[src/hdl/gfam_pkg.sv]
// shared types and constants for the gain/fade audio mixer
// no dependencies; imported by gfam_ctrl, gfam_dp and the top level

package gfam_pkg;

    localparam int SAMPLE_W  = 16;
    localparam int GAIN_W    = 16;
    localparam int POS_W     = 2;
    localparam int INDEX_W   = 10;
    localparam int LEN_W     = 10;
    localparam int PROD_W    = SAMPLE_W + GAIN_W;     // signed sample * gain
    localparam int MAG_W     = PROD_W - 1;            // magnitude fits in 31 bits
    localparam int SCALED_W  = MAG_W + LEN_W;         // magnitude * ramp numerator
    localparam int GAIN_FRAC = 12;                    // q4.12 gain
    localparam int DIVD_W    = SCALED_W - GAIN_FRAC;  // dividend after the q4.12 shift
    localparam int ACC_W     = 24;
    localparam int OUT_W     = 16;
    localparam int DIV_STEPS = DIVD_W;
    localparam int CNT_W     = $clog2(DIV_STEPS);

    localparam logic [LEN_W-1:0] LEN_RESET = LEN_W'(256);

    // chunk position classes
    localparam logic [POS_W-1:0] POS_NONE   = 2'd0;
    localparam logic [POS_W-1:0] POS_START  = 2'd1;
    localparam logic [POS_W-1:0] POS_MIDDLE = 2'd2;
    localparam logic [POS_W-1:0] POS_END    = 2'd3;

    typedef enum logic [2:0] {
        S_IDLE,
        S_MUL,
        S_SCALE,
        S_DIV,
        S_ACC,
        S_EMIT
    } t_state;

    // controller to datapath
    typedef struct packed {
        logic load_in;
        logic mul;
        logic scale;
        logic div_step;
        logic acc_add;
        logic finish;
    } t_dp_cmd;

    // datapath to controller
    typedef struct packed {
        logic last;
        logic div_last;
        logic out_busy;
    } t_dp_sts;

endpackage

[src/hdl/gfam_ctrl.sv]
// sequencing state machine for the gain/fade audio mixer
// depends on gfam_pkg (state type, command and status structs)

module gfam_ctrl
    import gfam_pkg::*;
(
    input  logic    i_clk,
    input  logic    i_rst_n,
    input  logic    i_in_valid,
    output logic    o_in_ready,
    input  t_dp_sts i_sts,
    output t_dp_cmd o_cmd
);

    t_state r_state;
    t_state n_state;

    always_ff @(posedge i_clk) begin
        if (!i_rst_n) begin
            r_state <= S_IDLE;
        end else begin
            r_state <= n_state;
        end
    end

    always_comb begin
        n_state    = r_state;
        o_cmd      = '0;
        o_in_ready = 1'b0;
        unique case (r_state)
            S_IDLE: begin
                o_in_ready = 1'b1;
                if (i_in_valid) begin
                    o_cmd.load_in = 1'b1;
                    n_state       = S_MUL;
                end
            end
            S_MUL: begin
                o_cmd.mul = 1'b1;
                n_state   = S_SCALE;
            end
            S_SCALE: begin
                o_cmd.scale = 1'b1;
                n_state     = S_DIV;
            end
            S_DIV: begin
                o_cmd.div_step = 1'b1;
                if (i_sts.div_last) begin
                    n_state = S_ACC;
                end
            end
            S_ACC: begin
                o_cmd.acc_add = 1'b1;
                n_state       = i_sts.last ? S_EMIT : S_IDLE;
            end
            S_EMIT: begin
                // hold until the output register can take the sum
                if (!i_sts.out_busy) begin
                    o_cmd.finish = 1'b1;
                    n_state      = S_IDLE;
                end
            end
            default: begin
                n_state = S_IDLE;
            end
        endcase
    end

    assert property (@(posedge i_clk) disable iff (!i_rst_n)
        o_cmd.load_in |=> r_state == S_MUL)
        else $error("accepted transaction did not start the multiply");

    assert property (@(posedge i_clk) disable iff (!i_rst_n)
        o_cmd.finish |-> $past(r_state) == S_ACC || $past(r_state) == S_EMIT)
        else $error("finish issued without passing the accumulate step");

    assert property (@(posedge i_clk) disable iff (!i_rst_n)
        (r_state == S_DIV) && !i_sts.div_last |=> r_state == S_DIV)
        else $error("divider left before its last step");

endmodule

[src/hdl/gfam_dp.sv]
// datapath of the gain/fade audio mixer: multipliers, serial divider,
// accumulator, output register and chunk length register; uses gfam_pkg

module gfam_dp
    import gfam_pkg::*;
#(
    parameter int MAX_CHUNK = 1024
) (
    input  logic                       i_clk,
    input  logic                       i_rst_n,
    input  logic                       i_cfg_wr_en,
    input  logic [LEN_W-1:0]           i_cfg_wr_data,
    input  logic signed [SAMPLE_W-1:0] i_sample,
    input  logic signed [GAIN_W-1:0]   i_gain,
    input  logic [POS_W-1:0]           i_position,
    input  logic [INDEX_W-1:0]         i_sample_index,
    input  logic                       i_last_channel,
    input  logic                       i_out_ready,
    output logic                       o_out_valid,
    output logic signed [OUT_W-1:0]    o_mixed,
    input  t_dp_cmd                    i_cmd,
    output t_dp_sts                    o_sts
);

    localparam int LEN_MAX_I = (MAX_CHUNK - 1 > (2 ** LEN_W) - 1) ?
                               (2 ** LEN_W) - 1 : MAX_CHUNK - 1;
    localparam logic [LEN_W-1:0] LEN_CAP = LEN_W'(LEN_MAX_I);

    logic [LEN_W-1:0]           r_len_cfg;
    logic signed [SAMPLE_W-1:0] r_sample;
    logic signed [GAIN_W-1:0]   r_gain;
    logic [POS_W-1:0]           r_pos;
    logic [INDEX_W-1:0]         r_idx;
    logic                       r_last;
    logic signed [PROD_W-1:0]   r_prod;
    logic                       r_neg;
    logic [DIVD_W-1:0]          r_quo;
    logic [LEN_W-1:0]           r_rem;
    logic [CNT_W-1:0]           r_cnt;
    logic [ACC_W-1:0]           r_acc;
    logic                       r_any;
    logic                       r_out_valid;
    logic signed [OUT_W-1:0]    r_mixed;

    logic [LEN_W-1:0]    len_eff;
    logic [LEN_W-1:0]    idx_sat;
    logic [LEN_W-1:0]    num;
    logic [PROD_W-1:0]   prod_abs;
    logic [SCALED_W-1:0] scaled;
    logic [LEN_W:0]      trial;
    logic                trial_ge;
    logic [ACC_W-1:0]    q_ext;
    logic [ACC_W-1:0]    contrib;
    logic signed [OUT_W-1:0] sat;

    // effective ramp length: zero reads as one, clamped below the chunk limit
    always_comb begin
        if (r_len_cfg == '0) begin
            len_eff = LEN_W'(1);
        end else if (r_len_cfg > LEN_CAP) begin
            len_eff = LEN_CAP;
        end else begin
            len_eff = r_len_cfg;
        end
    end

    // ramp numerator
    always_comb begin
        idx_sat = (r_idx > len_eff) ? len_eff : r_idx;
        case (r_pos)
            POS_START: num = idx_sat;
            POS_END:   num = len_eff - idx_sat;
            default:   num = len_eff;
        endcase
    end

    assign prod_abs = r_prod[PROD_W-1] ? PROD_W'(-r_prod) : PROD_W'(r_prod);
    assign scaled   = prod_abs[MAG_W-1:0] * num;

    assign trial    = {r_rem, r_quo[DIVD_W-1]};
    assign trial_ge = trial >= {1'b0, len_eff};

    assign q_ext   = r_quo[ACC_W-1:0];
    assign contrib = r_neg ? ACC_W'(-q_ext) : q_ext;

    // saturate the signed 24-bit sum to 16 bits
    always_comb begin
        if (!r_acc[ACC_W-1] && (r_acc[ACC_W-2:OUT_W-1] != '0)) begin
            sat = {1'b0, {(OUT_W-1){1'b1}}};
        end else if (r_acc[ACC_W-1] && (r_acc[ACC_W-2:OUT_W-1] != '1)) begin
            sat = {1'b1, {(OUT_W-1){1'b0}}};
        end else begin
            sat = r_acc[OUT_W-1:0];
        end
    end

    // payload registers
    always_ff @(posedge i_clk) begin
        if (i_cmd.load_in) begin
            r_sample <= i_sample;
            r_gain   <= i_gain;
            r_pos    <= i_position;
            r_idx    <= i_sample_index;
            r_last   <= i_last_channel;
        end
        if (i_cmd.mul) begin
            r_prod <= r_sample * r_gain;
        end
        if (i_cmd.scale) begin
            r_neg <= r_prod[PROD_W-1];
            r_quo <= scaled[SCALED_W-1:GAIN_FRAC];
            r_rem <= '0;
        end else if (i_cmd.div_step) begin
            r_rem <= trial_ge ? LEN_W'(trial - {1'b0, len_eff}) : trial[LEN_W-1:0];
            r_quo <= {r_quo[DIVD_W-2:0], trial_ge};
        end
        if (i_cmd.finish && r_any) begin
            r_mixed <= sat;
        end
    end

    // control state
    always_ff @(posedge i_clk) begin
        if (!i_rst_n) begin
            r_len_cfg   <= LEN_RESET;
            r_cnt       <= '0;
            r_acc       <= '0;
            r_any       <= 1'b0;
            r_out_valid <= 1'b0;
        end else begin
            if (i_cfg_wr_en) begin
                r_len_cfg <= i_cfg_wr_data;
            end
            if (i_cmd.scale) begin
                r_cnt <= '0;
            end else if (i_cmd.div_step) begin
                r_cnt <= r_cnt + CNT_W'(1);
            end
            if (i_cmd.acc_add && (r_pos != POS_NONE)) begin
                r_acc <= r_acc + contrib;
                r_any <= 1'b1;
            end else if (i_cmd.finish) begin
                r_acc <= '0;
                r_any <= 1'b0;
            end
            if (i_cmd.finish && r_any) begin
                r_out_valid <= 1'b1;
            end else if (i_out_ready) begin
                r_out_valid <= 1'b0;
            end
        end
    end

    assign o_out_valid    = r_out_valid;
    assign o_mixed        = r_mixed;
    assign o_sts.last     = r_last;
    assign o_sts.div_last = (r_cnt == CNT_W'(DIV_STEPS - 1));
    assign o_sts.out_busy = r_out_valid && !i_out_ready;

    assert property (@(posedge i_clk) disable iff (!i_rst_n)
        $past(i_cmd.div_step) |-> r_rem < len_eff)
        else $error("divider remainder not below the chunk length");

    assert property (@(posedge i_clk) disable iff (!i_rst_n)
        i_cmd.finish |=> r_acc == '0 && !r_any)
        else $error("accumulator not cleared after the last channel");

    assert property (@(posedge i_clk) disable iff (!i_rst_n)
        $rose(r_out_valid) |-> $past(i_cmd.finish) && $past(r_any))
        else $error("output raised without an active position");

endmodule

[src/hdl/gain_fade_audio_mixer_unit.sv]
// top level of the gain/fade audio mixer: stream ports and configuration
// depends on gfam_pkg, gfam_ctrl and gfam_dp

// Mixes channels one transaction at a time for a single sample position. Each
// input transaction carries a signed sample, a signed q4.12 gain, a chunk
// class in tuser (0 none, 1 start fade-in, 2 middle, 3 end fade-out) and the
// sample index within the chunk; tlast marks the final channel of the
// position. The contribution sample*gain/4096, scaled by index/len on a
// start chunk or (len-index)/len on an end chunk, is truncated toward zero
// and added to a 24-bit wrapping accumulator. On the last channel, if any
// channel was not of class none, one output transaction carries the sum
// saturated to signed 16 bits; the accumulator clears either way. The ramp
// length is written through i_cfg_wr_en/i_cfg_wr_data (reset 256, zero acts
// as one, clamped to MAX_CHUNK-1) and should be changed only while idle.
// Each input transaction passes the multiply, scale, divide and accumulate
// steps before the next one can be accepted, plus an emit step on the last
// channel of a position. The 29-step restoring divider divides the scaled
// product by the ramp length one quotient bit per cycle. The result sits in
// an output register so the next position can start while it waits; a last
// channel stalls only while an earlier result is still not taken.

module gain_fade_audio_mixer_unit
    import gfam_pkg::*;
#(
    parameter int MAX_CHUNK = 1024
) (
    input  logic             i_clk,
    input  logic             i_rst_n,
    // configuration
    input  logic             i_cfg_wr_en,
    input  logic [LEN_W-1:0] i_cfg_wr_data,
    // input stream
    input  logic             s_axis_tvalid,
    output logic             s_axis_tready,
    input  logic [47:0]      s_axis_tdata,  // sample [15:0], gain [31:16],
                                            // sample_index [41:32], zero pad
    input  logic [POS_W-1:0] s_axis_tuser,  // position [1:0]
    input  logic             s_axis_tlast,  // last_channel
    // output stream
    output logic             m_axis_tvalid,
    input  logic             m_axis_tready,
    output logic [OUT_W-1:0] m_axis_tdata   // mixed [15:0]
);

    t_dp_cmd cmd;
    t_dp_sts sts;
    logic signed [OUT_W-1:0] mixed;

    // sequencer: accepts a transaction, then steps the datapath through
    // multiply, scale, divide, accumulate and (on the last channel) emit
    gfam_ctrl u_ctrl (
        .i_clk      (i_clk),
        .i_rst_n    (i_rst_n),
        .i_in_valid (s_axis_tvalid),
        .o_in_ready (s_axis_tready),
        .i_sts      (sts),
        .o_cmd      (cmd)
    );

    // arithmetic, accumulator and the output register
    gfam_dp #(
        .MAX_CHUNK (MAX_CHUNK)
    ) u_dp (
        .i_clk          (i_clk),
        .i_rst_n        (i_rst_n),
        .i_cfg_wr_en    (i_cfg_wr_en),
        .i_cfg_wr_data  (i_cfg_wr_data),
        .i_sample       (s_axis_tdata[SAMPLE_W-1:0]),
        .i_gain         (s_axis_tdata[SAMPLE_W+GAIN_W-1:SAMPLE_W]),
        .i_position     (s_axis_tuser),
        .i_sample_index (s_axis_tdata[SAMPLE_W+GAIN_W+INDEX_W-1:SAMPLE_W+GAIN_W]),
        .i_last_channel (s_axis_tlast),
        .i_out_ready    (m_axis_tready),
        .o_out_valid    (m_axis_tvalid),
        .o_mixed        (mixed),
        .i_cmd          (cmd),
        .o_sts          (sts)
    );

    assign m_axis_tdata = mixed;

endmodule

[config.mk]
export PLATFORM = sky130hd
export DESIGN_NAME = gain_fade_audio_mixer_unit
export DESIGN_NICKNAME = d
export VERILOG_FILES = /design/src/hdl/gfam_pkg.sv /design/src/hdl/gfam_ctrl.sv /design/src/hdl/gfam_dp.sv /design/src/hdl/gain_fade_audio_mixer_unit.sv
export SDC_FILE = /design/constraint.sdc
export NUM_CORES = 2
export LEC_CHECK = 0
export BUFFER_PORTS_ARGS = -buffer_cell sky130_fd_sc_hd__buf_2
export CAP_MARGIN = 0
export CORE_ASPECT_RATIO = 0.75
export CORE_MARGIN = 2
export CORE_UTILIZATION = 30
export DETAILED_ROUTE_END_ITERATION = 8
export PLACE_DENSITY = 0.51
export SYNTH_ARGS = -nofsm -noshare
export SYNTH_HDL_FRONTEND = slang
export SYNTH_SLANG_ARGS = --single-unit
[constraint.sdc]
create_clock -name i_clk -period 18.05 [get_ports i_clk]
set_input_delay 2.7075 -clock i_clk [delete_from_list [all_inputs] [get_ports i_clk]]
set_output_delay 2.7075 -clock i_clk [all_outputs]
set_load 0.02 [all_outputs]
Yosys cells after proc, flatten, opt, wreduce, memory -nomap -nowiden
Index checks and enable logic that the tools add are counted.

operators by class
  add/subtract/negate cells = 6
  $mul = 2
  divide/modulo/power cells = 0
  $lt $le $gt $ge = 3
  equal/unequal tests = 12
  shift operators = 0
  mux-type cells = 30
  bitwise operators = 1
  reductions and logical operators = 16

operator list
  operator              number
  $mux 24               3
  $mux 29               2
  $mul 31x10->41        1
  $mux 10               4
  $mul 16x16->32        1
  $mux 31               1
  $neg 31->31           1
  $add 24x24->24        1
  $neg 24->24           1
  $pmux 10 s2           1
  $sub 10x10->10        2
  $pmux 3 s6            1
  $mux 16               1
  $mux 1                13
  $mux 3                4
  $ge 11x10->1          1
  $gt 10x10->1          1
  $gt 10x10->1 const B  1
  $logic_not 10->1      1
  $ne 8x8->1 const B    1
  $reduce_bool 2->1     4
  $reduce_bool 8->1     1
  $eq 3x2->1 const B    2
  $eq 3x3->1 const B    2
  12 further kinds      19

word-level totals
  register bits = 177
  bits in latches = 0
  bits in writable memories = 0
  bits in read-only memories = 0
  word-level logic and storage cells = 86
  memories kept = 0

Longest topological paths before layout
  depth in word-level cells = 9
  depth in mapped cells = 47

By module
Synthesis repeated with hierarchy kept, for this count alone.

second synthesis, totals
  cell total of the unflattened synthesis = 3125
  area, all modules = 29025.3 um^2

modules (own cells, without submodules)
  module     times used  cells each  area each (um^2)  sequential area each (um^2)
  gfam_dp    1           3098        28782.6           4714.5
  gfam_ctrl  1           27          242.7             60.1

Worst setup path before layout
No wires, ideal clock.

  kind = reg-to-reg
  start point = register u_dp.r_len_cfg[6]
  end point = register u_dp.r_quo[27] (data pin)
  setup time = 0.130 ns
  arrival time = 9.819 ns
  required time = 17.920 ns
  slack = 8.101 ns
  stages on the path, launching flop included = 44
  clock period less this slack = 9.949 ns
  cells stage by stage = dfxtp_1 -> nor4_1 -> a41oi_1 -> inv_1 -> ha_1 -> nand2b_1 -> a21oi_1 -> o31ai_1 -> a21o_1 -> buf_2 -> buf_1 -> nor2_1 -> a21oi_1 -> ha_1 -> nor2b_1 -> o21ai_0 -> a21boi_0 -> o21ai_0 -> [... 8 more ...] -> fa_1 -> fa_1 -> fa_1 -> fa_1 -> inv_1 -> fa_1 -> inv_1 -> ha_1 -> a21o_1 -> a21o_1 -> a21oi_1 -> nor3_1 -> nor4b_1 -> nor3b_1 -> a21oi_1 -> or4b_1 -> a31o_2 -> nand2_1

on the way
  cells in the longest elaborated chain, start to end = 9
  elaborated cells between the ends (all ways) = 10
  classes of those cells = add/sub (1); mul (1); order compare (2); mux (5); reduce/logical (1)

ends and longest elaborated chain
  what                      RTL line        source
  start: declaration        gfam_dp.sv:29   logic [LEN_W-1:0] r_len_cfg;
  start signal: assignment  gfam_dp.sv:132  r_len_cfg <= i_cfg_wr_data;
  $gt 10x10->1              gfam_dp.sv:60   end else if (r_len_cfg > LEN_CAP) begin
  $mux 10                   gfam_dp.sv:60
  $mux 10 (*)               gfam_dp.sv:58   if (r_len_cfg == '0) begin
  $gt 10x10->1              gfam_dp.sv:69   idx_sat = (r_idx > len_eff) ? len_eff : r_idx;
  $mux 10                   gfam_dp.sv:69
  $sub 10x10->10            gfam_dp.sv:72   POS_END: num = len_eff - idx_sat;
  $pmux 10 s2 (*)           gfam_dp.sv:70   case (r_pos)
  $mul 31x10->41 (*)        gfam_dp.sv:78   assign scaled = prod_abs[MAG_W-1:0] * num;
  $mux 29 (*)               gfam_dp.sv:109  if (i_cmd.scale) begin
  end signal: assignment    gfam_dp.sv:111  r_quo <= scaled[SCALED_W-1:GAIN_FRAC];
  end signal: assignment    gfam_dp.sv:115  r_quo <= {r_quo[DIVD_W-2:0], trial_ge};
  end: declaration          gfam_dp.sv:37   logic [DIVD_W-1:0] r_quo;

Every way passes the cells marked *; elsewhere a longest branch is shown, timed or not.
A chain may end at the register's enable or synchronous reset.

Worst setup path in the final report
  start point = register u_dp.r_len_cfg[6]
  end point = register u_dp.r_quo[14] (data pin)

Same word-level chain as after synthesis.

==> impl_metrics.prom <==
# TYPE chip_impl_metric gauge
chip_impl_info{name="status",value="finished, final reports clean"} 1
chip_impl_info{name="critical_path.endpoint_type",value="register"} 1
chip_impl_metric{name="placeable_core_region",unit="sq um"} 95300
chip_impl_metric{name="max_cap_viol_count",unit=""} 0
chip_impl_metric{name="max_stage_delay",unit="ns"} 0.96
chip_impl_metric{name="number_of_top_level_design_ports",unit=""} 84
chip_impl_metric{name="timing_max_transition_violations_final",unit=""} 0
chip_impl_info{name="clockRootBuffer",value="sky130_fd_sc_hd__clkbuf_16"} 1
chip_impl_metric{name="number_of_post_cts_setup_repair_buffers",unit=""} 0
chip_impl_info{name="layout.cells.most_common_list",value="sky130_fd_sc_hd__inv_1, sky130_fd_sc_hd__fa_1, sky130_fd_sc_hd__nand2_1"} 1
chip_impl_metric{name="grt_antenna_before_repair",unit=""} 3
chip_impl_metric{name="finalWorstPathRequiredPeriod",unit="ns"} 11.37
chip_impl_info{name="timing_worst_setup_path_type",value="reg -> reg"} 1
chip_impl_metric{name="initial_core_utilization",unit=""} 0.302
chip_impl_info{name="ys.flop_type",value="sky130_fd_sc_hd__edfxtp_1"} 1
chip_impl_metric{name="layout_worst_path_cycle_share",unit=""} 0.630
chip_impl_info{name="yosys-top-cells-area",value="sky130_fd_sc_hd__fa_1, sky130_fd_sc_hd__edfxtp_1, sky130_fd_sc_hd__ha_1"} 1
chip_impl_metric{name="detail_route.vias_per_cell",unit=""} 4.63
chip_impl_metric{name="worst_margin_pin_slew",unit="ns"} 1.18
chip_impl_metric{name="die_width",unit="um"} 362
chip_impl_metric{name="synth-seq-area-share",unit=""} 0.166
chip_impl_metric{name="syn_area",unit="sq um"} 28800
chip_impl_metric{name="layout-area-overhead-vs-synth",unit="%"} 8.23
chip_impl_metric{name="ys_async_sr_fraction",unit=""} 0
chip_impl_metric{name="synth_cell_type_count",unit=""} 78
chip_impl_info{name="cp_common_cell",value="sky130_fd_sc_hd__a21oi_1"} 1
chip_impl_metric{name="drt_pre_antenna_iters",unit=""} 5
chip_impl_info{name="tritoncts",value="yes"} 1
chip_impl_metric{name="gr-usage-all-layers",unit=""} 0.150
chip_impl_metric{name="drc",unit=""} 0
chip_impl_metric{name="synthesis.yosys.warnings",unit=""} 0
chip_impl_metric{name="n_diodes",unit=""} 0
chip_impl_metric{name="clock_tree.htree_level_count",unit=""} 4
chip_impl_metric{name="std_cell_rows",unit=""} 98
chip_impl_metric{name="setup-tns-final",unit="ns"} 0
chip_impl_metric{name="cts_hold_repair.buffers",unit=""} 0
chip_impl_metric{name="critPathRequiredTime",unit="ns"} 18.29
chip_impl_metric{name="antenna_violating_nets_post_route",unit=""} 0
chip_impl_metric{name="detail_route.wirelength",unit="um"} 70500
chip_impl_metric{name="proportion_of_netlist_area_held_by_the_largest_area_contributor",unit=""} 0.343
chip_impl_metric{name="timing.critical_path.fanout_max",unit=""} 23
chip_impl_info{name="critical-path-top-delay-family",value="compound AO/OA/AOI/OAI gates"} 1
chip_impl_metric{name="grt_first_pass_wirelength",unit="um"} 118000
chip_impl_metric{name="finalSetupViolCount",unit=""} 0
chip_impl_metric{name="drive_gt1_frac",unit=""} 0.0545
chip_impl_metric{name="die_area",unit="sq um"} 98600
chip_impl_info{name="synth_area_leader_cell",value="sky130_fd_sc_hd__fa_1"} 1
chip_impl_info{name="leading_cell_type_in_the_layout_fill_and_taps_excluded",value="sky130_fd_sc_hd__inv_1"} 1
chip_impl_metric{name="clk_pin_slew",unit="ns"} 0.08
chip_impl_metric{name="pin_count_of_the_biggest_net_entering_global_routing",unit=""} 59
chip_impl_metric{name="clkLatencyLatePin",unit="ns"} 0.51
chip_impl_metric{name="cts_inserted_buffers",unit=""} 17
chip_impl_metric{name="globalplace.congestion",unit=""} 0.841
chip_impl_metric{name="skew",unit="ns"} 0.0153
chip_impl_metric{name="clock_tree.buffer_depth",unit=""} 2
chip_impl_metric{name="synthCells",unit=""} 3147
chip_impl_metric{name="timing.critical_path.arrival",unit="ns"} 11.61
chip_impl_metric{name="synth_area_per_cell",unit="sq um"} 9.15
chip_impl_metric{name="crit_buf_inv",unit=""} 4
chip_impl_metric{name="clock_sink_count",unit=""} 177
chip_impl_metric{name="nets",unit=""} 3931
chip_impl_metric{name="hold_viol_final",unit=""} 0
chip_impl_metric{name="drtIter0Drc",unit=""} 1058
chip_impl_metric{name="global_route.overflow_total",unit=""} 0
chip_impl_metric{name="holdWs",unit="ns"} 0.474
chip_impl_metric{name="synth_enable_flop_cells",unit=""} 123
chip_impl_metric{name="postSynthRegisterBits",unit=""} 177
chip_impl_info{name="holdCritPathClass",value="reg -> reg"} 1
chip_impl_metric{name="avgRoutedWirePerCell",unit="um"} 15.9
chip_impl_metric{name="hpwl",unit="um"} 56600
chip_impl_metric{name="synth_fp_nets",unit=""} 3919
chip_impl_metric{name="number_of_cells_upsized_or_downsized_after_cts",unit=""} 0
chip_impl_metric{name="dr_total_vias",unit=""} 20456
chip_impl_metric{name="first_global_vias",unit=""} 21189
chip_impl_info{name="slowest_stage",value="sky130_fd_sc_hd__a21oi_1"} 1
chip_impl_info{name="rsz0062_at_grt",value="no"} 1
chip_impl_info{name="setup.worst_path.start_class",value="register"} 1
chip_impl_metric{name="io_buffers",unit=""} 77
chip_impl_metric{name="relSlewSlack",unit=""} 0.214
chip_impl_metric{name="max_freq",unit="MHz"} 88.0
chip_impl_metric{name="die_height",unit="um"} 272
==> worst paths after layout <==
check / depth (start not counted) / end / slack (ns) / startpoint
hold reg to reg: 2 / u_dp.r_rem[9] / 0.47 / u_dp.r_rem[9]
setup reg to reg: 42 / u_dp.r_quo[14] / 6.68 / u_dp.r_len_cfg[6]
setup / recovery: 42 / u_dp.r_quo[14] / 6.68 / u_dp.r_len_cfg[6]
hold / removal: 2 / u_dp.r_rem[9] / 0.47 / u_dp.r_rem[9]
==> cell type report <==
| class | instances | area, sq um |
|---|---|---|
| clock buffer | 18 | 439 |
| clock inverter | 14 | 165 |
| fill | 9989 | 64100 |
| inverter | 604 | 2270 |
| multi-input combinational | 2258 | 21400 |
| sequential | 177 | 4770 |
| tap | 1250 | 1560 |
| timing repair buffer | 101 | 566 |
==> worst reg2reg max path: cells and delay by family (launching register included) <==
| kind | cells | cell delay [ns] |
|---|---|---|
| compound gates | 20 | 4.79 |
| xor+xnor | 2 | 0.28 |
| fa+ha+maj | 9 | 3.63 |
| buf+inv | 4 | 0.41 |
| flops | 1 | 0.37 |
| simple gates | 7 | 1.61 |
==> cell families after synthesis <==
family,count (synthesis),synth area share
AND/OR/NAND/NOR,982,0.161
buffers and inverters,712,0.0930
AO/OA/AOI/OAI,395,0.0912
adder cells (fa/ha/maj),706,0.435
XOR/XNOR,161,0.0492
multiplexers,14,0.00491
flip-flops,177,0.166
==> Yosys cell counts (all sizes together), types with 13 or more instances <==
library cell	n
and2	109
xnor2	98
nand4	22
nor2b	51
edfxtp	123
dfxtp	54
mux2i	13
nor4	14
nand2b	50
clkbuf	99
nand3	29
and3	18
ha	212
o21a	35
fa	494
or3	15
xor2	63
a21oi	98
a21o	37
inv	603
o31ai	18
nor3	36
a22oi	15
o21ai	89
nor2	216
nand2	387
==> flip-flops by register name, indices dropped and copies added, names as in the netlist, 10 cells and up <==
name	cells
u_dp.r_len_cfg	10
u_dp.r_acc	24
u_dp.r_quo	29
u_dp.r_rem	10
u_dp.r_prod	32
u_dp.r_gain	16
u_dp.o_mixed	16
u_dp.r_idx	10
u_dp.r_sample	16
==> metrics by stage <==
| step | util | setup WS [ns] | area (sq um) | instances |
|---|---|---|---|---|
| finish | 0.327 | 6.68 | 31200 | 4422 |
| global route | 0.327 | 5.75 | 31200 | 4422 |
| CTS | 0.327 | 6.72 | 31200 | 4422 |
| detailed placement | 0.321 | 6.78 | 30600 | 4390 |
| global placement | 0.321 | 6.75 | 30600 | 4390 |
| floorplan | - | 8.10 | 28800 | 3147 |
==> routing by layer <==
| metal | routed length, um | vias to the layer above | GRT usage | part of all wire |
|---|---|---|---|---|
| met4 | 687 | 2 | 0.0247 | 0.0098 |
| met2 | 27800 | 356 | 0.211 | 0.39 |
| met5 | 13 | - | 0 | 0.00018 |
| met1 | 38100 | 10136 | 0.233 | 0.54 |
| li1 | - | 9924 | - | - |
| met3 | 3850 | 38 | 0.0337 | 0.055 |
Power is not shown: default switching activity piles up to over one toggle a cycle in this logic, so the estimate is an artifact.
